[config.mk]
export PLATFORM = sky130hd
export DESIGN_NAME = pipw_ram
export DESIGN_NICKNAME = d
export VERILOG_FILES = /design/src/sv/assert_macros.svh /design/src/sv/pipw_ram.sv
export SDC_FILE = /design/constraint.sdc
export NUM_CORES = 1
export LEC_CHECK = 0
export BUFFER_PORTS_ARGS = -buffer_cell sky130_fd_sc_hd__buf_2
export CORE_MARGIN = 8
export CORE_UTILIZATION = 35
export DETAILED_ROUTE_END_ITERATION = 8
export PLACE_DENSITY = 0.6
export SETUP_SLACK_MARGIN = 0.02
export SYNTH_ARGS = -nofsm -noshare
export SYNTH_HDL_FRONTEND = slang
export SYNTH_SLANG_ARGS = --single-unit
[constraint.sdc]
create_clock -name clk -period 2.9 [get_ports clk]
set_input_delay 0.58 -clock clk [delete_from_list [all_inputs] [get_ports clk]]
set_output_delay 0.58 -clock clk [all_outputs]
set_load 0.05 [all_outputs]
[src/sv/assert_macros.svh]
// shared assertion macros, clocked on clk and quiet while rst_n is low
`ifndef ASSERT_MACROS_SVH
`define ASSERT_MACROS_SVH

// antecedent implies consequent in the same cycle
`define PIPW_ASSERT_IMP(lbl, ante, cons) \
    lbl: assert property (@(posedge clk) disable iff (!rst_n) (ante) |-> (cons)) \
        else $error("implication check failed");

// condition must never be seen
`define PIPW_ASSERT_NEVER(lbl, cond) \
    lbl: assert property (@(posedge clk) disable iff (!rst_n) !(cond)) \
        else $error("forbidden condition seen");

`endif

[src/sv/pipw_ram.sv]
module pipw_ram #(
    parameter int WIDTH = 8,
    parameter int DEPTH = 4,
    parameter int AW    = (DEPTH > 1) ? $clog2(DEPTH) : 1
) (
    input  logic             clk,
    input  logic             we,
    input  logic [AW-1:0]    waddr,
    input  logic [WIDTH-1:0] wdata,
    input  logic [AW-1:0]    raddr,
    output logic [WIDTH-1:0] rdata
);

    logic [WIDTH-1:0] mem_reg [DEPTH];
    logic [WIDTH-1:0] rdata_reg;

    always_ff @(posedge clk)
    begin
        if (we)
        begin
            mem_reg[waddr] <= wdata;
        end
        rdata_reg <= mem_reg[raddr];
    end

    assign rdata = rdata_reg;

endmodule

==> results.sh <==
export IMPL_status="complete, no violations"
export IMPL_grt_pass1_wl_um=3420
export IMPL_setup_tns_ns=0
export IMPL_drc=0
export IMPL_cpPeakStageDelay_ns=0.32
export IMPL_ys_async_sr_fraction=0
export IMPL_vias=599
export IMPL_cts_resized=0
export IMPL_yosysWarningCount=0
export IMPL_clkSinkCount=40
export IMPL_post_cts_buffers=0
export IMPL_synth_top_area_cell="edfxtp_1"
export IMPL_critPathTopFamily="flip-flops"
export IMPL_critPathBufInv=1
export IMPL_worstHoldStart="wdata[1]"
export IMPL_synth_cells=54
export IMPL_fin_total_pwr_mw=1.20
export IMPL_htree_levels=2
export IMPL_drt_wl_total_um=2150
export IMPL_endpoint_kind="output port"
export IMPL_numPortBuffers=21
export IMPL_synth_edf_count=32
export IMPL_setup_viol=0
export IMPL_syn2layout_area_growth_pct=19.9
export IMPL_placed_cell_area_sq_um=1510
export IMPL_yosysMostFrequentCell="edfxtp_1"
export IMPL_whs_ns=0.505
export IMPL_crit_arrival_ns=0.87
export IMPL_drv_slew=0
export IMPL_initial_core_util=0.366
export IMPL_antenna_left=0
export IMPL_cts_tree="yes"
export IMPL_synth_nets=68
export IMPL_multi_input_comb_area_sq_um=211
export IMPL_synth_area_leaders="edfxtp_1 (71%), mux4_2 (13%), dfxtp_1 (12%)"
export IMPL_r2r_start="mem_reg[0][7]$_DFFE_PP_"
export IMPL_post_route_min_period_ns=1.45
export IMPL_slew_headroom=0.710
export IMPL_clock_path_buffers=2
export IMPL_grt_max_degree=14
export IMPL_critPathMaxFanout=1
export IMPL_required_ns=2.32
export IMPL_core_sq_um=3690
export IMPL_grt_overflow_total=0
export IMPL_crit_path_start_kind="flop"
export IMPL_cts_root_buf="clkbuf_8"
export IMPL_cts_buffers=5
export IMPL_worstPathCellList="buf_2"
export IMPL_clkSlewWorstSetupHoldPaths_ns=0.08
export IMPL_tightest_slew_ns=0.435
export IMPL_dp_cells=122
export IMPL_largest_register_ff_count=32
export IMPL_synth_cell_types=8
export IMPL_grt_usage=0.0773
export IMPL_hold_path_class="in2reg"
export IMPL_synth_seq_area_share=0.831
export IMPL_die_x_um=78.1
export IMPL_synthTopCellsByCount="edfxtp_1 (32), dfxtp_1 (8), mux4_2 (8)"
export IMPL_crit_start="rdata[2]$_DFF_P_"
export IMPL_avgSynthCellArea_sq_um=25.0
export IMPL_avgViaCountPerCell=4.61
export IMPL_ctsHoldBuffers=0
export IMPL_stdcell_area_sq_um=1620
export IMPL_power_density_nw_per_um2=744
export IMPL_max_cap_violations=0
export IMPL_drive_above_1_share=0.463
export IMPL_synth_seq_cells=40
export IMPL_dpl_hpwl_um=1480
export IMPL_fin_cells=130
export IMPL_syn_area_sq_um=1350
export IMPL_antenna_found_initial=0
export IMPL_grt_pass1_vias=678
export IMPL_seqCellArea_sq_um=1120
export IMPL_die_h_um=78.1
export IMPL_antenna_cells=0
export IMPL_leakage_nw=0.575
export IMPL_synth_top_cell_area_share=0.712
export IMPL_timing_final_crit_share=0.499
export IMPL_wl_per_cell_um=16.6
export IMPL_fmax_mhz=692
export IMPL_max_vdd_ir_drop_uv=361
export IMPL_clk_latency_ns=0.29
export IMPL_ioPinCount=22
export IMPL_rows=22
export IMPL_fin_nets=95
export IMPL_rsz0062_at_grt="false"
export IMPL_gp_congestion=0.626
export IMPL_firstDrtPassIters=4
export IMPL_worst_setup_path_type="reg2out"
export IMPL_slowest_stage="dfxtp_1"
export IMPL_fillCellCount=342
export IMPL_synth_ff_type="edfxtp_1"
export IMPL_finalClockSkew_ns=0.00729
export IMPL_dieArea_sq_um=6100
export IMPL_hold_violations=0
export IMPL_drt_iter0_drc=19
==> cell type report <==
type / count / area share
sequential: 40 / 0.694
multi-input combinational: 12 / 0.131
timing repair buffer: 22 / 0.0697
clock buffer: 5 / 0.0426
tap: 48 / 0.0372
clock inverter: 3 / 0.0263
==> where the power goes <==
part | leakage [nW] | internal [mW] | switching, mW
Clock | 0.0541 | 0.254 | 0.189
Combinational | 0.160 | 0.0319 | 0.0663
Sequential | 0.361 | 0.654 | 0.00709
Total | 0.575 | 0.940 | 0.262
==> through the flow <==
stage,setup WS (ns),utilization
after global routing,1.42,0.438
final,1.45,0.438
after CTS,1.43,0.438
after global placement,1.34,0.408
after floorplan,1.26,-
after detailed placement,1.33,0.408
==> final timing paths <==
path                              to  slack (ns)  cells after the start
max reg2reg         rdata[7]$_DFF_P_        1.93                      1
min reg2reg         rdata[6]$_DFF_P_        0.56                      1
max                         rdata[2]        1.45                      1
min          mem_reg[3][1]$_DFFE_PP_        0.51                      1
==> cell usage in the layout (no fill, tap or decap), drive strengths merged, types with 2 or more instances in the layout <==
cell type and count:
mux4 8, and3b 2, buf 22, edfxtp 32
dfxtp 8, clkbuf 5
==> per-layer routing <==
metal	vias to the layer above	wire, um	GRT usage
met4	0	57	0.0500
met2	19	1070	0.124
met3	7	136	0.0342
met5	-	0	0
li1	274	-	-
met1	299	887	0.0810
==> logic make-up (layout without fill, tap and decap cells) <==
logic type | Yosys count | after routing | share of synthesized area
DFF | 40 | 40 | 0.831
muxes | 8 | 8 | 0.134
and+or+nand+nor | 4 | 4 | 0.0232
buffers and inverters | 2 | 30 | 0.0121
Note: power is estimated with default switching activity, not from simulation.
